## config.mk

```make
export PLATFORM = sky130hd
export DESIGN_NAME = pv_mppt_voltage_tracker
export DESIGN_NICKNAME = d
export VERILOG_FILES = /design/src/hw/rtl/pvmppt_pkg.sv /design/src/hw/rtl/pvmppt_update.sv /design/src/hw/rtl/pv_mppt_voltage_tracker.sv
export SDC_FILE = /design/constraint.sdc
export NUM_CORES = 2
export LEC_CHECK = 0
export ABC_AREA = 1
export ABC_CLOCK_PERIOD_IN_PS = 18600
export BUFFER_PORTS_ARGS = -buffer_cell sky130_fd_sc_hd__buf_4
export CELL_PAD_IN_SITES_DETAIL_PLACEMENT = 0
export CELL_PAD_IN_SITES_GLOBAL_PLACEMENT = 1
export CORE_MARGIN = 8
export CORE_UTILIZATION = 45
export CTS_BUF_LIST = sky130_fd_sc_hd__clkbuf_16
export CTS_CLUSTER_DIAMETER = 40
export DETAILED_ROUTE_END_ITERATION = 12
export HOLD_SLACK_MARGIN = 0.06
export PLACE_DENSITY = 0.86
export SLEW_MARGIN = 10
export SYNTH_ARGS = -nofsm -noshare
export SYNTH_HDL_FRONTEND = slang
export SYNTH_SLANG_ARGS = --single-unit
```

## constraint.sdc

```tcl
create_clock -name aclk -period 18.6 [get_ports aclk]
set_input_delay 1.86 -clock aclk [delete_from_list [all_inputs] [get_ports aclk]]
set_output_delay 1.86 -clock aclk [all_outputs]
set_load 0.05 [all_outputs]
```

## src/hw/rtl/pvmppt_pkg.sv

```systemverilog
`default_nettype none

package pvmppt_pkg;

    // string count and the string fields that exist on the sample
    localparam int NUM_STRINGS   = 4;
    localparam int FIELD_STRINGS = 4;
    localparam int SCAN_STRINGS  = (NUM_STRINGS < FIELD_STRINGS) ? NUM_STRINGS : FIELD_STRINGS;

    // field widths
    localparam int TIME_W  = 32;
    localparam int POWER_W = 20;
    localparam int VOLT_W  = 16;
    localparam int STEP_W  = 16;
    localparam int IVL_W   = 16;

    // configuration port
    localparam int CFG_IDX_W  = 3;
    localparam int CFG_DATA_W = 20;

    localparam logic [CFG_IDX_W-1:0] CFG_ALGORITHM      = 3'd0;
    localparam logic [CFG_IDX_W-1:0] CFG_STEP_SIZE      = 3'd1;
    localparam logic [CFG_IDX_W-1:0] CFG_STRING_MAX_V   = 3'd2;
    localparam logic [CFG_IDX_W-1:0] CFG_MIN_POWER      = 3'd3;
    localparam logic [CFG_IDX_W-1:0] CFG_INTERVAL_TICKS = 3'd4;

    // lowest string voltage taken as a measurement (0.1 V)
    localparam logic [VOLT_W-1:0] MIN_VALID_V = 16'd10;

    // Q16 fractions of the rated string voltage
    localparam logic [15:0] Q16_078 = 16'd51118;
    localparam logic [15:0] Q16_050 = 16'd32768;
    localparam logic [15:0] Q16_095 = 16'd62259;

    typedef enum logic [1:0] {
        ALGO_OFF = 2'd0,
        ALGO_PO  = 2'd1,
        ALGO_IC  = 2'd2,
        ALGO_CV  = 2'd3
    } algo_t;

    typedef struct packed {
        algo_t               algorithm;
        logic [STEP_W-1:0]   step_size;
        logic [VOLT_W-1:0]   string_max_voltage;
        logic [POWER_W-1:0]  min_power;
        logic [IVL_W-1:0]    interval_ticks;
    } cfg_t;

    typedef struct packed {
        logic [TIME_W-1:0]                      time_now;
        logic                                   run_enabled;
        logic [POWER_W-1:0]                     sample_power;
        logic [FIELD_STRINGS-1:0][VOLT_W-1:0]   string_voltage;
    } sample_t;

    typedef struct packed {
        logic [VOLT_W-1:0]   vref_hold;
        logic [POWER_W-1:0]  observe_power_ref;
        logic [POWER_W-1:0]  conductance_prev_power;
        logic [VOLT_W-1:0]   conductance_prev_voltage;
        logic [TIME_W-1:0]   last_update_time;
        logic                has_updated;
    } trk_state_t;

    // round-to-nearest fraction k/65536 of vmax
    function automatic logic [VOLT_W-1:0] frac_of_vmax(input logic [VOLT_W-1:0] vmax,
                                                       input logic [15:0] k);
        logic [32:0] prod;
        prod = 33'(vmax) * 33'(k) + 33'd32768;
        return prod[31:16];
    endfunction

endpackage

`default_nettype wire

```

## src/hw/rtl/pvmppt_update.sv

```systemverilog
`default_nettype none

module pvmppt_update
    import pvmppt_pkg::*;
(
    input  wire cfg_t         cfg,
    input  wire trk_state_t   cur,
    input  wire sample_t      smp,
    output trk_state_t        nxt,
    output logic [VOLT_W-1:0] vref,
    output logic              updated
);

    logic [TIME_W-1:0]   elapsed;
    logic                skip;
    logic [VOLT_W-1:0]   vmeas;
    logic                have_v;
    logic [VOLT_W-1:0]   f078;
    logic [VOLT_W-1:0]   lo;
    logic [VOLT_W-1:0]   hi;
    logic [VOLT_W-1:0]   cv_po;
    logic [VOLT_W-1:0]   cv_ic;
    logic [VOLT_W-1:0]   dv;
    logic [POWER_W-1:0]  dp;
    logic [35:0]         prod_dp_v;
    logic [35:0]         prod_p_dv;
    logic signed [17:0]  step_s;
    logic signed [17:0]  hold_s;
    logic signed [17:0]  vref_w;
    logic signed [17:0]  lo_s;
    logic signed [17:0]  hi_s;

    // skip test: run flag, power floor, update interval
    assign elapsed = smp.time_now - cur.last_update_time;
    assign skip = !smp.run_enabled || (smp.sample_power <= cfg.min_power) ||
                  (cur.has_updated && (elapsed < TIME_W'(cfg.interval_ticks)));

    // first string at or above the valid floor
    always_comb begin
        vmeas  = '0;
        have_v = 1'b0;
        for (int i = SCAN_STRINGS - 1; i >= 0; i--) begin
            if (smp.string_voltage[i] >= MIN_VALID_V) begin
                vmeas  = smp.string_voltage[i];
                have_v = 1'b1;
            end
        end
    end

    // fractions of the rated voltage
    assign f078 = frac_of_vmax(cfg.string_max_voltage, Q16_078);
    assign lo   = frac_of_vmax(cfg.string_max_voltage, Q16_050);
    assign hi   = frac_of_vmax(cfg.string_max_voltage, Q16_095);

    // incremental conductance terms, compared without division
    assign cv_po = have_v ? vmeas : cur.vref_hold;
    assign cv_ic = have_v ? vmeas : cur.conductance_prev_voltage;
    assign dv = (cv_ic >= cur.conductance_prev_voltage) ? cv_ic - cur.conductance_prev_voltage
                                                         : cur.conductance_prev_voltage - cv_ic;
    assign dp = (smp.sample_power >= cur.conductance_prev_power)
              ? smp.sample_power - cur.conductance_prev_power
              : cur.conductance_prev_power - smp.sample_power;
    assign prod_dp_v = 36'(dp) * 36'(cv_ic);
    assign prod_p_dv = 36'(smp.sample_power) * 36'(dv);

    assign step_s = signed'(18'(cfg.step_size));
    assign hold_s = signed'(18'(cur.vref_hold));
    assign lo_s   = signed'(18'(lo));
    assign hi_s   = signed'(18'(hi));

    // mode update, clamp and state
    always_comb begin
        nxt    = cur;
        vref_w = hold_s;
        case (cfg.algorithm)
            ALGO_PO: begin
                if (cur.observe_power_ref == '0) begin
                    vref_w = (cv_po != '0) ? signed'(18'(cv_po)) : signed'(18'(f078));
                end else if ((smp.sample_power > cur.observe_power_ref) ==
                             (cv_po > cur.vref_hold)) begin
                    vref_w = hold_s + step_s;
                end else begin
                    vref_w = hold_s - step_s;
                end
                nxt.observe_power_ref = smp.sample_power;
            end
            ALGO_IC: begin
                if ((dv != '0) && (cv_ic != '0)) begin
                    vref_w = (prod_dp_v > prod_p_dv) ? hold_s + step_s : hold_s - step_s;
                end
                nxt.conductance_prev_power   = smp.sample_power;
                nxt.conductance_prev_voltage = cv_ic;
            end
            ALGO_CV: begin
                vref_w = signed'(18'(f078));
            end
            default: begin
                vref_w = '0;
            end
        endcase
        if (vref_w < lo_s) begin
            vref_w = lo_s;
        end
        if (vref_w > hi_s) begin
            vref_w = hi_s;
        end
        nxt.vref_hold        = vref_w[VOLT_W-1:0];
        nxt.last_update_time = smp.time_now;
        nxt.has_updated      = 1'b1;
        updated = !skip;
        vref    = cur.vref_hold;
        if (skip) begin
            nxt = cur;
        end else begin
            vref = vref_w[VOLT_W-1:0];
        end
    end

endmodule

`default_nettype wire

```

## src/hw/rtl/pv_mppt_voltage_tracker.sv

```systemverilog
`default_nettype none

// Maximum power point voltage reference tracker. One sample beat is taken per
// clock, back to back, while the result stream is not stalled; its result beat
// passes the input register, then the result register, and the tracking state
// is updated in the same cycle the result is registered, so the next sample
// already sees it. A stalled result holds the sample behind it in the input
// register. The configuration channel is always ready and writes to unknown
// indexes are ignored; write registers only while no sample is in flight. No
// clearing pass after reset.
module pv_mppt_voltage_tracker
    import pvmppt_pkg::*;
(
    input  wire logic                  aclk,
    input  wire logic                  aresetn,
    // sample stream
    input  wire logic                  s_tvalid,
    output logic                       s_tready,
    // [31:0] time_now, [32] run_enabled, [52:33] sample_power,
    // [68:53] string0_voltage, [84:69] string1_voltage,
    // [100:85] string2_voltage, [116:101] string3_voltage, [119:117] zero
    input  wire logic [119:0]          s_tdata,
    // result stream
    output logic                       m_tvalid,
    input  wire logic                  m_tready,
    // [15:0] voltage_reference
    output logic [15:0]                m_tdata,
    // [0] updated
    output logic [0:0]                 m_tuser,
    // configuration writes
    input  wire logic                  cfg_valid,
    output logic                       cfg_ready,
    input  wire logic [CFG_IDX_W-1:0]  cfg_index,
    input  wire logic [CFG_DATA_W-1:0] cfg_data
);

    cfg_t              cfg_reg;
    sample_t           in_smp_reg;
    logic              in_valid_reg;
    trk_state_t        state_reg;
    trk_state_t        state_next;
    logic              out_valid_reg;
    logic [VOLT_W-1:0] out_vref_reg;
    logic              out_updated_reg;
    logic [VOLT_W-1:0] vref_next;
    logic              updated_next;
    logic              advance;
    logic              fire;
    sample_t           s_smp;

    assign cfg_ready = 1'b1;

    // configuration registers
    always_ff @(posedge aclk) begin
        if (!aresetn) begin
            cfg_reg.algorithm          <= ALGO_PO;
            cfg_reg.step_size          <= 16'd50;
            cfg_reg.string_max_voltage <= 16'd60000;
            cfg_reg.min_power          <= 20'd1;
            cfg_reg.interval_ticks     <= 16'd100;
        end else if (cfg_valid && cfg_ready) begin
            case (cfg_index)
                CFG_ALGORITHM:      cfg_reg.algorithm          <= algo_t'(cfg_data[1:0]);
                CFG_STEP_SIZE:      cfg_reg.step_size          <= cfg_data[STEP_W-1:0];
                CFG_STRING_MAX_V:   cfg_reg.string_max_voltage <= cfg_data[VOLT_W-1:0];
                CFG_MIN_POWER:      cfg_reg.min_power          <= cfg_data[POWER_W-1:0];
                CFG_INTERVAL_TICKS: cfg_reg.interval_ticks     <= cfg_data[IVL_W-1:0];
                default: begin
                end
            endcase
        end
    end

    // unpack the sample beat
    always_comb begin
        s_smp.time_now          = s_tdata[31:0];
        s_smp.run_enabled       = s_tdata[32];
        s_smp.sample_power      = s_tdata[52:33];
        s_smp.string_voltage[0] = s_tdata[68:53];
        s_smp.string_voltage[1] = s_tdata[84:69];
        s_smp.string_voltage[2] = s_tdata[100:85];
        s_smp.string_voltage[3] = s_tdata[116:101];
    end

    // handshake between the two register stages
    assign advance  = !out_valid_reg || m_tready;
    assign fire     = in_valid_reg && advance;
    assign s_tready = !in_valid_reg || advance;

    // input register
    always_ff @(posedge aclk) begin
        if (!aresetn) begin
            in_valid_reg <= 1'b0;
        end else if (s_tready) begin
            in_valid_reg <= s_tvalid;
        end
        if (s_tvalid && s_tready) begin
            in_smp_reg <= s_smp;
        end
    end

    pvmppt_update u_update (
        .cfg     (cfg_reg),
        .cur     (state_reg),
        .smp     (in_smp_reg),
        .nxt     (state_next),
        .vref    (vref_next),
        .updated (updated_next)
    );

    // tracking state and result register
    always_ff @(posedge aclk) begin
        if (!aresetn) begin
            state_reg     <= '0;
            out_valid_reg <= 1'b0;
        end else begin
            if (advance) begin
                out_valid_reg <= in_valid_reg;
            end
            if (fire) begin
                state_reg <= state_next;
            end
        end
        if (fire) begin
            out_vref_reg    <= vref_next;
            out_updated_reg <= updated_next;
        end
    end

    assign m_tvalid   = out_valid_reg;
    assign m_tdata    = out_vref_reg;
    assign m_tuser[0] = out_updated_reg;

`ifndef SYNTHESIS
    logic [VOLT_W-1:0] chk_lo;
    logic [VOLT_W-1:0] chk_hi;
    assign chk_lo = frac_of_vmax(cfg_reg.string_max_voltage, Q16_050);
    assign chk_hi = frac_of_vmax(cfg_reg.string_max_voltage, Q16_095);

    // a waiting result always matches the held reference
    a_out_matches_hold: assert property (@(posedge aclk) disable iff (!aresetn)
        m_tvalid |-> (m_tdata == state_reg.vref_hold))
        else $error("result beat differs from held reference");

    // an updated reference lies within the clamp window
    a_updated_in_range: assert property (@(posedge aclk) disable iff (!aresetn)
        (m_tvalid && m_tuser[0]) |-> ((m_tdata >= chk_lo) && (m_tdata <= chk_hi)))
        else $error("updated reference outside clamp window");

    // an update beat implies the interval timer is armed
    a_update_arms_timer: assert property (@(posedge aclk) disable iff (!aresetn)
        (m_tvalid && m_tuser[0]) |-> state_reg.has_updated)
        else $error("update without has_updated set");

    // a blocked sample stays in the input register unchanged
    a_input_held: assert property (@(posedge aclk) disable iff (!aresetn)
        (in_valid_reg && !advance) |=> (in_valid_reg && $stable(in_smp_reg)))
        else $error("blocked sample lost or changed");
`endif

endmodule

`default_nettype wire
```

==> impl_metrics.toml <==
[finish]
nNetsFinal = 9197
utilization_pct = 49.8
syn_to_final_growth_pct = 9.75
largest_register_ffs = 117
multi_input_area_sq_um = 41000
seq_area_sq_um = 7570
fillCellCount = 12300
drive_above_1_share_pct = 5.69
diodes = 0

[global_routing]
antenna_found_initial = 2
grt_pass1_wl_um = 278000
grt_overflow = 0
grt_pass1_vias = 49400
grt_max_degree = 83
grt_usage_pct = 25.9

[clock_network]
path_clk_slew_ps = 60
root_buffer = "clkbuf_16"
postCtsHoldBufs = 0
cts_sinks = 311
numCtsBuffers = 66
cts_setup_buffers = 0
htreeDepth = 3
cts_buffer_depth = 3
worstSkewPairLatency_ps = 640
post_cts_resized = 0
tritoncts = "done"

[sta]
slew_viol_final = 0
grt_setup_unrepaired = "no"
worst_pin_slew_ps = 1070
finalSetupViolCount = 0
fin_crit_sh_pct = 93.3
timing.final.ws_setup_ps = 1240
period_minus_slack_ps = 17360
fmax_mhz = 57.6
skew_ps = 53.2
relSlewSlack_pct = 28.3
final-hold-violation-count = 0
fin_tns_setup_ps = 0

[routing]
vias = 49000
drt_iter0_markers = 3676
vias_per_cell = 5.25
firstDrtPassIters = 6
ant_nets = 0
detail_route.wl_per_cell_um = 19.1
drc = 0
wl_um = 178000

[status]
status = "finished, final reports clean"

[floorplan]
core-area_sq_um = 122000
dieArea_sq_um = 135000
initial_core_util_pct = 45.4
io-pin-count = 168
die_x_um = 367
die_h_um = 367
rows = 128

[logic_synthesis]
synth_top_area_share_pct = 24.3
synth_common_cells = "nand2_1, inv_1, ha_1, nor2_1, fa_1"
synth_top_area_cell = "fa_1"
yosys_warnings = 0
synth_cell_types = 54
synthesis.area_sq_um = 55400
synth-main-ff-cell = "dfxtp_1"
syn_inst = 7526
synth_edf_count = 134
synth_nets = 9074
ys_seq_area_share_pct = 13.7
synth-seq-cells = 311
postSynthAreaPerCell_sq_um = 7.37
async_reset_ff_share_pct = 0
synthTopCellsByArea = "fa_1, ha_1, nand2_1"
yosysMostFrequentCell = "nand2_1"

[setup_path]
slowest_stage = "fa_1"
crit_arrival_ps = 17690
crit_fanout = 16
critPathRequiredTime_ps = 18930
startpoint_type = "flip-flop"
crit_type = "reg -> reg"
cp_common_cell = "nand2_1"
end_kind = "flip-flop"
max_stage_delay_ps = 560

[place]
dp_hpwl_um = 149000
port_buffers = 163
gp_congestion = 0.962
place_ws_ps = 1480

[job]
cap_violations = 0

[hold_path]
hp-class = "reg -> reg"
metrics by stage:
step | cell area [sq um] | hold WS, ps | instances
2_1_floorplan | 55400 | 433 | 7526
3_3_place_gp | 58500 | 443 | 9206
3_5_place_dp | 58500 | 451 | 9206
4_1_cts | 60800 | 459 | 9326
5_1_grt | 60800 | 472 | 9326
6_report | 60800 | 455 | 9326
cell families (layout without fill, tap and decap cells):
kind of cell | count (synthesis) | count (layout) | synth area share (%)
compound gates | 850 | 850 | 8.34
xor+xnor | 189 | 189 | 2.99
fa+ha+maj | 1400 | 1400 | 40.7
buf+inv | 1797 | 1972 | 12.4
flops | 311 | 311 | 13.7
mux | 2 | 2 | 0.0361
other cells | 1 | 1 | 0.00677
simple gates | 2976 | 2976 | 21.9
worst max-delay path, delay by kind of cell (launching register included):
kind / cells / cell delay (ps)
AOI/OAI and AO/OA: 14 / 3020
xor gates and xnor gates: 1 / 150
adders and majority gates: 13 / 5310
buffers and inverters: 13 / 1890
DFF: 1 / 400
and+or+nand+nor: 41 / 6240
worst paths after layout:
check / startpoint / to / slack (ps) / cells past startpoint
max reg2reg: in_smp_reg[5]$_DFFE_PP_ / m_tdata[8]$_DFFE_PP_ / 1240 / 82
min reg2reg: state_reg[21]$_SDFFE_PN0P_ / state_reg[21]$_SDFFE_PN0P_ / 460 / 2
max: in_smp_reg[5]$_DFFE_PP_ / m_tdata[8]$_DFFE_PP_ / 1240 / 82
min: state_reg[21]$_SDFFE_PN0P_ / state_reg[21]$_SDFFE_PN0P_ / 460 / 2
layout by cell type (no fill, tap or decap), types with 12 or more instances in the layout:
master / n
a21o_1: 24
a21oi_1: 440
a31oi_1: 20
and2_1: 15
buf_4: 250
clkbuf_16: 68
clkinv_1: 25
dfxtp_1: 177
edfxtp_1: 134
fa_1: 673
ha_1: 727
inv_1: 1578
inv_2: 12
nand2_1: 1796
nand2_2: 30
nand3_1: 282
nand3b_1: 12
nand4_1: 74
nor2_1: 675
nor2_2: 14
nor3_1: 38
nor4_1: 15
o211ai_1: 26
o21a_1: 15
o21ai_0: 250
o21ai_1: 14
xnor2_1: 39
xor2_1: 150
routing by layer:
metal  routed length (um)  global-route usage, %  vias to the layer above  share of wire [%]
met5                   12                      0                        -             0.0067
met4                 6150                   7.91                        2                3.4
met3                11800                   3.75                      300                6.6
met2                83100                   43.7                     1574                 47
met1                77300                   34.4                    23600                 43
li1                     -                      -                    23500                  -
cell type report:
class                      instances  area share (%)
sequential                       311            12.4
clock buffer                      68            2.80
tap                             1625            3.34
timing repair buffer             250            3.09
clock inverter                    52            1.04
multi-input combinational       5418            67.4
inverter                        1602            9.89
Power is not shown: default switching activity piles up to over one toggle a cycle in this logic, so the estimate is an artifact.
